==> config.mk <==
export PLATFORM = sky130hd
export DESIGN_NAME = sipo_shift_register_loader
export DESIGN_NICKNAME = d
export VERILOG_FILES = /design/src/rtl/core/sipo_pkg.sv /design/src/rtl/core/sipo_shift_register_loader.sv
export SDC_FILE = /design/constraint.sdc
export NUM_CORES = 1
export LEC_CHECK = 0
export BUFFER_PORTS_ARGS = -buffer_cell sky130_fd_sc_hd__buf_2
export CAP_MARGIN = 10
export CORE_UTILIZATION = 60
export DETAILED_ROUTE_END_ITERATION = 8
export GPL_TIMING_DRIVEN = 1
export PLACE_DENSITY = 0.8
export SETUP_SLACK_MARGIN = 0.1
export SLEW_MARGIN = 0
export SYNTH_ARGS = -nofsm -noshare
export SYNTH_HDL_FRONTEND = slang
export SYNTH_SLANG_ARGS = --single-unit
==> constraint.sdc <==
create_clock -name clk -period 4.9 [get_ports clk]
set_input_delay 0.735 -clock clk [delete_from_list [all_inputs] [get_ports clk]]
set_output_delay 0.735 -clock clk [all_outputs]
set_load 0.01 [all_outputs]
==> src/rtl/core/sipo_pkg.sv <==
// Package: payload types, opcodes, register indexes and reset values of the shift register driver.
`default_nettype none

package sipo_pkg;

  // Default sizes handed to the top level
  localparam int unsigned WORD_BITS_DEF       = 32;
  localparam int unsigned TICK_COUNT_BITS_DEF = 24;

  // Fixed field widths
  localparam int unsigned OPCODE_W   = 2;
  localparam int unsigned WORD_W     = 32;
  localparam int unsigned COUNT_W    = 6;
  localparam int unsigned CFG_DATA_W = 24;
  localparam int unsigned CFG_IDX_W  = 3;

  // Opcodes
  localparam logic [OPCODE_W-1:0] OP_TICK  = 2'd0;
  localparam logic [OPCODE_W-1:0] OP_SHIFT = 2'd1;
  localparam logic [OPCODE_W-1:0] OP_LATCH = 2'd2;

  // Register indexes
  localparam logic [CFG_IDX_W-1:0] REG_CLOCK_RISING_EDGE = 3'd0;
  localparam logic [CFG_IDX_W-1:0] REG_LATCH_ACTIVE_HIGH = 3'd1;
  localparam logic [CFG_IDX_W-1:0] REG_CLOCK_HALF_TICKS  = 3'd2;
  localparam logic [CFG_IDX_W-1:0] REG_DATA_SETUP_TICKS  = 3'd3;
  localparam logic [CFG_IDX_W-1:0] REG_LATCH_PULSE_TICKS = 3'd4;

  // Register reset values
  localparam logic           RST_CLOCK_RISING_EDGE = 1'b1;
  localparam logic           RST_LATCH_ACTIVE_HIGH = 1'b1;
  localparam int unsigned    RST_TICKS             = 1;

  typedef struct packed {
    logic [OPCODE_W-1:0] opcode;
    logic [WORD_W-1:0]   word_value;
    logic [COUNT_W-1:0]  bit_count;
  } in_t;

  typedef struct packed {
    logic clock_level;
    logic data_level;
    logic latch_level;
    logic busy_res;
    logic rejected;
  } out_t;

endpackage

`default_nettype wire

==> src/rtl/core/sipo_shift_register_loader.sv <==
// Top level: serial driver for the clock, data and latch lines of a shift register.
`default_nettype none

// Each input beat is one timing tick and may start a command: shift sends the low
// bit_count bits of word_value MSB first (setup, clock idle half, clock active half per
// bit); latch pulses the latch line. Each phase lasts max(N,1) ticks from the matching
// tick register. A command that arrives while a sequence runs is dropped and flagged
// with rejected. One input beat is taken every clock cycle: the phase sequencer updates
// in a single pass from its state registers and the beat, and the result beat lands in
// an output register. The input stalls only while that register holds a result that the
// receiver is stalling. Configuration writes take effect at the next edge and should be
// made while no beat is in flight; a polarity change leaves the lines at their present
// levels until a later phase drives them.
module sipo_shift_register_loader #(
  parameter int unsigned WORD_BITS       = sipo_pkg::WORD_BITS_DEF,
  parameter int unsigned TICK_COUNT_BITS = sipo_pkg::TICK_COUNT_BITS_DEF
) (
  input  wire logic                             clk,
  input  wire logic                             rst_n,
  // input channel
  input  wire logic                             in_valid,
  output logic                                  in_stall,
  input  wire sipo_pkg::in_t                    in_data,
  // result channel
  output logic                                  out_valid,
  input  wire logic                             out_stall,
  output sipo_pkg::out_t                        out_data,
  // configuration port
  input  wire logic                             cfg_we,
  input  wire logic [sipo_pkg::CFG_IDX_W-1:0]   cfg_index,
  input  wire logic [sipo_pkg::CFG_DATA_W-1:0]  cfg_wdata
);

  localparam int unsigned BL_W   = $clog2(WORD_BITS + 1);
  localparam int unsigned IDX_W  = $clog2(WORD_BITS);
  localparam int unsigned CNT7_W = 7;  // holds any bit count and WORD_BITS up to 64
  localparam int unsigned WEXT_W = (WORD_BITS > sipo_pkg::WORD_W) ? WORD_BITS
                                                                 : sipo_pkg::WORD_W;
  localparam int unsigned TEXT_W = (TICK_COUNT_BITS > sipo_pkg::CFG_DATA_W)
                                   ? TICK_COUNT_BITS : sipo_pkg::CFG_DATA_W;

  typedef enum logic [2:0] {
    PH_IDLE,
    PH_SETUP,
    PH_CLK_IDLE,
    PH_CLK_ACTIVE,
    PH_LATCH
  } phase_t;

  // ---------------------------------------------------------------------------
  // Configuration registers
  // ---------------------------------------------------------------------------
  logic                       clk_rising_r;
  logic                       latch_high_r;
  logic [TICK_COUNT_BITS-1:0] half_ticks_r;
  logic [TICK_COUNT_BITS-1:0] setup_ticks_r;
  logic [TICK_COUNT_BITS-1:0] pulse_ticks_r;
  logic [TEXT_W-1:0]          cfg_wdata_ext;
  logic [TICK_COUNT_BITS-1:0] cfg_ticks;

  assign cfg_wdata_ext = TEXT_W'(cfg_wdata);
  assign cfg_ticks     = cfg_wdata_ext[TICK_COUNT_BITS-1:0];

  always_ff @(posedge clk) begin
    if (!rst_n) begin
      clk_rising_r  <= sipo_pkg::RST_CLOCK_RISING_EDGE;
      latch_high_r  <= sipo_pkg::RST_LATCH_ACTIVE_HIGH;
      half_ticks_r  <= TICK_COUNT_BITS'(sipo_pkg::RST_TICKS);
      setup_ticks_r <= TICK_COUNT_BITS'(sipo_pkg::RST_TICKS);
      pulse_ticks_r <= TICK_COUNT_BITS'(sipo_pkg::RST_TICKS);
    end else if (cfg_we) begin
      unique case (cfg_index)
        sipo_pkg::REG_CLOCK_RISING_EDGE: clk_rising_r  <= cfg_wdata[0];
        sipo_pkg::REG_LATCH_ACTIVE_HIGH: latch_high_r  <= cfg_wdata[0];
        sipo_pkg::REG_CLOCK_HALF_TICKS:  half_ticks_r  <= cfg_ticks;
        sipo_pkg::REG_DATA_SETUP_TICKS:  setup_ticks_r <= cfg_ticks;
        sipo_pkg::REG_LATCH_PULSE_TICKS: pulse_ticks_r <= cfg_ticks;
        default: ;  // writes beyond the register list are dropped
      endcase
    end
  end

  // Phase lengths: a zero register still gives one tick
  logic [TICK_COUNT_BITS-1:0] dur_half;
  logic [TICK_COUNT_BITS-1:0] dur_setup;
  logic [TICK_COUNT_BITS-1:0] dur_pulse;

  assign dur_half  = (half_ticks_r  == '0) ? TICK_COUNT_BITS'(1) : half_ticks_r;
  assign dur_setup = (setup_ticks_r == '0) ? TICK_COUNT_BITS'(1) : setup_ticks_r;
  assign dur_pulse = (pulse_ticks_r == '0) ? TICK_COUNT_BITS'(1) : pulse_ticks_r;

  // ---------------------------------------------------------------------------
  // Handshake: take a beat whenever the output register is free or draining
  // ---------------------------------------------------------------------------
  logic out_valid_r;
  logic in_accept;

  assign in_stall  = out_valid_r && out_stall;
  assign in_accept = in_valid && !in_stall;

  // ---------------------------------------------------------------------------
  // Sequencer state
  // ---------------------------------------------------------------------------
  phase_t                     phase_r, phase_nxt;
  logic [TICK_COUNT_BITS-1:0] left_r, left_nxt;
  logic [WORD_BITS-1:0]       word_r, word_nxt;
  logic [BL_W-1:0]            bits_r, bits_nxt;
  logic                       clk_out_r, clk_out_nxt;
  logic                       data_out_r, data_out_nxt;
  logic                       latch_out_r, latch_out_nxt;
  sipo_pkg::out_t             out_data_r, out_data_nxt;

  // Helpers for the single pass
  logic [TICK_COUNT_BITS-1:0] left_dec;
  logic [BL_W-1:0]            bits_dec;
  logic [BL_W-1:0]            bits_pos;
  logic [CNT7_W-1:0]          count_ext;
  logic [BL_W-1:0]            count_sat;
  logic [BL_W-1:0]            count_pos;
  logic [WEXT_W-1:0]          in_word_ext;
  logic [WORD_BITS-1:0]       in_word;
  logic                       is_cmd;
  logic                       rejected;

  assign left_dec    = left_r - TICK_COUNT_BITS'(1);
  assign bits_dec    = (bits_r != '0) ? bits_r - BL_W'(1) : bits_r;
  assign bits_pos    = bits_dec - BL_W'(1);
  assign count_ext   = CNT7_W'(in_data.bit_count);
  assign count_sat   = (count_ext > CNT7_W'(WORD_BITS)) ? BL_W'(WORD_BITS)
                                                        : BL_W'(count_ext);
  assign count_pos   = count_sat - BL_W'(1);
  assign in_word_ext = WEXT_W'(in_data.word_value);
  assign in_word     = in_word_ext[WORD_BITS-1:0];
  assign is_cmd      = (in_data.opcode == sipo_pkg::OP_SHIFT) ||
                       (in_data.opcode == sipo_pkg::OP_LATCH);

  always_comb begin
    phase_nxt     = phase_r;
    left_nxt      = left_r;
    word_nxt      = word_r;
    bits_nxt      = bits_r;
    clk_out_nxt   = clk_out_r;
    data_out_nxt  = data_out_r;
    latch_out_nxt = latch_out_r;
    rejected      = 1'b0;

    // Advance the running phase by one tick
    if (phase_r != PH_IDLE) begin
      left_nxt = left_dec;
      if (left_dec == '0) begin
        unique case (phase_r)
          PH_SETUP: begin
            clk_out_nxt = !clk_rising_r;
            phase_nxt   = PH_CLK_IDLE;
            left_nxt    = dur_half;
          end
          PH_CLK_IDLE: begin
            clk_out_nxt = clk_rising_r;
            phase_nxt   = PH_CLK_ACTIVE;
            left_nxt    = dur_half;
          end
          PH_CLK_ACTIVE: begin
            bits_nxt = bits_dec;
            if (bits_dec != '0) begin
              data_out_nxt = word_r[bits_pos[IDX_W-1:0]];
              phase_nxt    = PH_SETUP;
              left_nxt     = dur_setup;
            end else begin
              phase_nxt = PH_IDLE;
            end
          end
          PH_LATCH: begin
            latch_out_nxt = !latch_high_r;
            phase_nxt     = PH_IDLE;
          end
          default: begin
            phase_nxt = PH_IDLE;
            left_nxt  = '0;
          end
        endcase
      end
    end

    // Start a command if the sequencer is free after this tick's advance
    if (is_cmd) begin
      if (phase_nxt != PH_IDLE) begin
        rejected = 1'b1;
      end else if (in_data.opcode == sipo_pkg::OP_SHIFT) begin
        if (count_sat != '0) begin
          word_nxt     = in_word;
          bits_nxt     = count_sat;
          data_out_nxt = in_word[count_pos[IDX_W-1:0]];
          phase_nxt    = PH_SETUP;
          left_nxt     = dur_setup;
        end
      end else begin
        latch_out_nxt = latch_high_r;
        phase_nxt     = PH_LATCH;
        left_nxt      = dur_pulse;
      end
    end

    out_data_nxt.clock_level = clk_out_nxt;
    out_data_nxt.data_level  = data_out_nxt;
    out_data_nxt.latch_level = latch_out_nxt;
    out_data_nxt.busy_res    = (phase_nxt != PH_IDLE);
    out_data_nxt.rejected    = rejected;
  end

  always_ff @(posedge clk) begin
    if (!rst_n) begin
      phase_r     <= PH_IDLE;
      left_r      <= '0;
      word_r      <= '0;
      bits_r      <= '0;
      clk_out_r   <= 1'b0;
      data_out_r  <= 1'b0;
      latch_out_r <= 1'b0;
      out_valid_r <= 1'b0;
    end else begin
      if (in_accept) begin
        phase_r     <= phase_nxt;
        left_r      <= left_nxt;
        word_r      <= word_nxt;
        bits_r      <= bits_nxt;
        clk_out_r   <= clk_out_nxt;
        data_out_r  <= data_out_nxt;
        latch_out_r <= latch_out_nxt;
        out_valid_r <= 1'b1;
      end else if (!out_stall) begin
        out_valid_r <= 1'b0;
      end
    end
  end

  // Result payload: hold while stalled, load with each accepted beat
  always_ff @(posedge clk) begin
    if (in_accept) begin
      out_data_r <= out_data_nxt;
    end
  end

  assign out_valid = out_valid_r;
  assign out_data  = out_data_r;

endmodule

`default_nettype wire

==> results.py <==
metrics = {
    "synthesis": {
        "synthMuxAreaShare_pct": 7.94,
        "synth_warnings": 0,
        "synth_edf_count": 5,
        "ys_ff_latch": 148,
        "synthAdderAreaFrac_pct": 1.28,
        "yosys.area_share.simple_pct": 24.7,
        "synth-compound-area-share_pct": 24.6,
        "synthTopCellsByCount": "nand2_1, dfxtp_1, a21boi_0, clkbuf_1, nor2_1",
        "synth_xor_area_share_pct": 2.39,
        "synthesis.instances": 1090,
        "yosysSeqAreaShare_pct": 34.3,
        "avgSynthCellArea_um2": 8.05,
        "ys_top_cells_by_area": "dfxtp_1, nand2_1, mux4_2",
        "syn_area_um2": 8780,
        "synth_flop_cell": "dfxtp_1",
        "synth.most_common_cell": "nand2_1",
        "synthArstFlopShare_pct": 0,
        "synth_top_area_share_pct": 32.6,
        "synth.distinct_cells": 74,
        "synth_top_cell_by_area": "dfxtp_1",
        "synth_top_family_by_area": "simple AND/OR/NAND/NOR gates",
        "synth_fp_nets": 1171,
    },
    "clock_tree": {
        "cts_buffer_depth": 2,
        "h-tree-depth": 4,
        "clkLatencyLatePin_ns": 0.42,
        "clk_pin_slew_ns": 0.07,
        "post_cts_resized": 0,
        "postCtsHoldBufs": 0,
        "cts_tree": "built",
        "cts_sinks": 148,
        "cts-root-buf": "clkbuf_16",
        "post_cts_buffers": 0,
        "cts_made_buffers": 17,
    },
    "global_route": {
        "grt_pass1_vias": 7813,
        "grt_start_max_net_pins": 96,
        "antenna_found_initial": 0,
        "grt_pass1_wl_um": 41500,
        "gr-total-overflow": 0,
        "grt_use_total_pct": 36.1,
    },
    "timing": {
        "max_clock_freq_mhz": 240,
        "setup_viol": 0,
        "period_needed_ns": 4.16,
        "fin_crit_sh_pct": 85.0,
        "worst_pin_slew_ns": 1.08,
        "rsz0062_at_grt": "no",
        "drv_slew": 0,
        "hold_violations": 0,
        "tns_ns": 0,
        "skew_ns": 0.00867,
        "relSlewSlack_pct": 27.5,
    },
    "cells_and_area": {
        "fin_util_pct": 69.1,
        "fin_area_um2": 9740,
        "finalNonFillerCells": 1313,
        "fill_cells": 1177,
        "nNetsFinal": 1201,
        "syn_to_final_growth_pct": 10.9,
        "layout-drive-gt1-share_pct": 15.4,
        "antenna_cells": 0,
    },
    "pwr": {
        "power_density_nw_per_um2": 347,
        "pwr-share-comb_pct": 22.7,
        "p_sw_share_pct": 32.1,
        "leakagePower_nw": 3.37,
        "power_switching_mw": 1.09,
        "clockPowerShare_pct": 37.5,
        "seqPwrFrac_pct": 39.8,
        "internal_power_mw": 2.29,
        "peakVddDrop_v": 0.000261,
    },
    "floorplanning": {
        "start_util_pct": 62.3,
        "core_area_um2": 14100,
        "rows": 43,
        "fp.dieW_um": 123,
        "dieArea_um2": 15100,
        "fp.dieH_um": 123,
        "ios": 79,
    },
    "critical_path": {
        "crit_type": "reg -> reg",
        "crit_fanout": 22,
        "cp-end-kind": "flop",
        "worstPathArrival_ns": 4.48,
        "crit_path_start_kind": "flop",
        "cp.required_ns": 5.21,
    },
    "detailed_routing": {
        "routedWlPerCell_um": 20.0,
        "drt_first_pass_iters": 8,
        "dr_total_vias": 8718,
        "viasPerCell": 6.64,
        "wirelength_um": 26300,
        "ant_nets": 0,
        "drt_iter0_drc": 1129,
        "remaining_drc_errors": 0,
    },
    "place": {
        "port-buffer-count": 78,
        "gp_congestion": 0.943,
        "place_inst": 1281,
        "place_area_um2": 9180,
        "dpl.hpwl_um": 18300,
    },
    "worst_hold_path": {
        "hold_path.class": "reg -> reg",
    },
    "run": {
        "maxCapViolCount": 0,
    },
    "outcome": {
        "outcome": "complete, no violations",
    },
}
[layout make-up]
| type | instances | area, um2 | share of cell area (%) |
|---|---|---|---|
| timing repair buffer | 95 | 520 | 5.35 |
| clock buffer | 19 | 433 | 4.45 |
| multi-input combinational | 840 | 5350 | 54.9 |
| clock inverter | 13 | 129 | 1.32 |
| sequential | 148 | 3010 | 30.9 |
| tap | 180 | 225 | 2.31 |
| inverter | 18 | 67.6 | 0.694 |
[worst max-delay path, cell delays in order, from the launching register on]
cell and delay (ns):
dfxtp_1 0.37, inv_1 0.10, ha_1 0.36, or4b_4 0.54, or3_1 0.38, or4_1 0.50
and4b_1 0.27, o2111a_2 0.20, nor2_4 0.33, or2_2 0.51, a21oi_1 0.19, o221a_2 0.30
[registers in the layout, indices dropped and copies added (netlist names)]
register / count
clk_rising_r: 1
phase_r: 3
word_r: 32
out_valid: 1
data_out_r: 1
out_data: 5
pulse_ticks_r: 24
left_r: 24
setup_ticks_r: 24
bits_r: 6
latch_out_r: 1
latch_high_r: 1
half_ticks_r: 24
clk_out_r: 1
[placed cells by master (no fill, tap or decap), drive strengths merged, types with 21 or more instances in the layout]
| master | instances |
|---|---|
| nand2 | 249 |
| dfxtp | 143 |
| a21boi | 105 |
| buf | 95 |
| o21ai | 58 |
| nor2 | 44 |
| nand3 | 36 |
| nor4 | 27 |
| a21oi | 27 |
| nor3 | 26 |
| mux4 | 25 |
| a22oi | 21 |
[metal layers]
| layer | track usage, % | vias to the layer above | routed length, um |
|---|---|---|---|
| met5 | 0 | - | 0 |
| met4 | 10.4 | 0 | 494 |
| met3 | 8.03 | 51 | 3040 |
| met2 | 51.7 | 535 | 11300 |
| met1 | 53.9 | 4102 | 11500 |
| li1 | - | 4030 | - |
[final timing paths]
check	start	endpoint	slack, ns	depth (start not counted)
min	word_r[20]	word_r[20]	0.47	2
min reg2reg	word_r[20]	word_r[20]	0.47	2
max	left_r[0]	bits_r[1]	0.74	11
max reg2reg	left_r[0]	bits_r[1]	0.74	11
[through the flow]
step / hold WS [ns] / setup WS [ns] / power [mW]
CTS: 0.469 / 0.796 / 3.35
finish: 0.467 / 0.735 / 3.38
global route: 0.486 / 0.491 / 3.49
global placement: 0.453 / 0.911 / 2.10
floorplan: 0.441 / 0.695 / 1.91
detailed placement: 0.459 / 0.809 / 2.11
[power by group through the flow]
stage,clock network (mW),logic [mW],registers [mW]
after floorplan,0,0.575,1.33
after global placement,0,0.735,1.37
after detailed placement,0,0.744,1.37
after CTS,1.26,0.750,1.34
after global routing,1.31,0.829,1.35
final,1.27,0.766,1.34
[cells by family after synthesis]
kind of cell / count (synthesis)
AO/OA/AOI/OAI: 306
XOR/XNOR: 24
adder cells (fa/ha/maj): 9
buffers and inverters: 102
flip-flops: 148
multiplexers: 38
AND/OR/NAND/NOR: 463
Note: power is estimated with default switching activity, not from simulation.
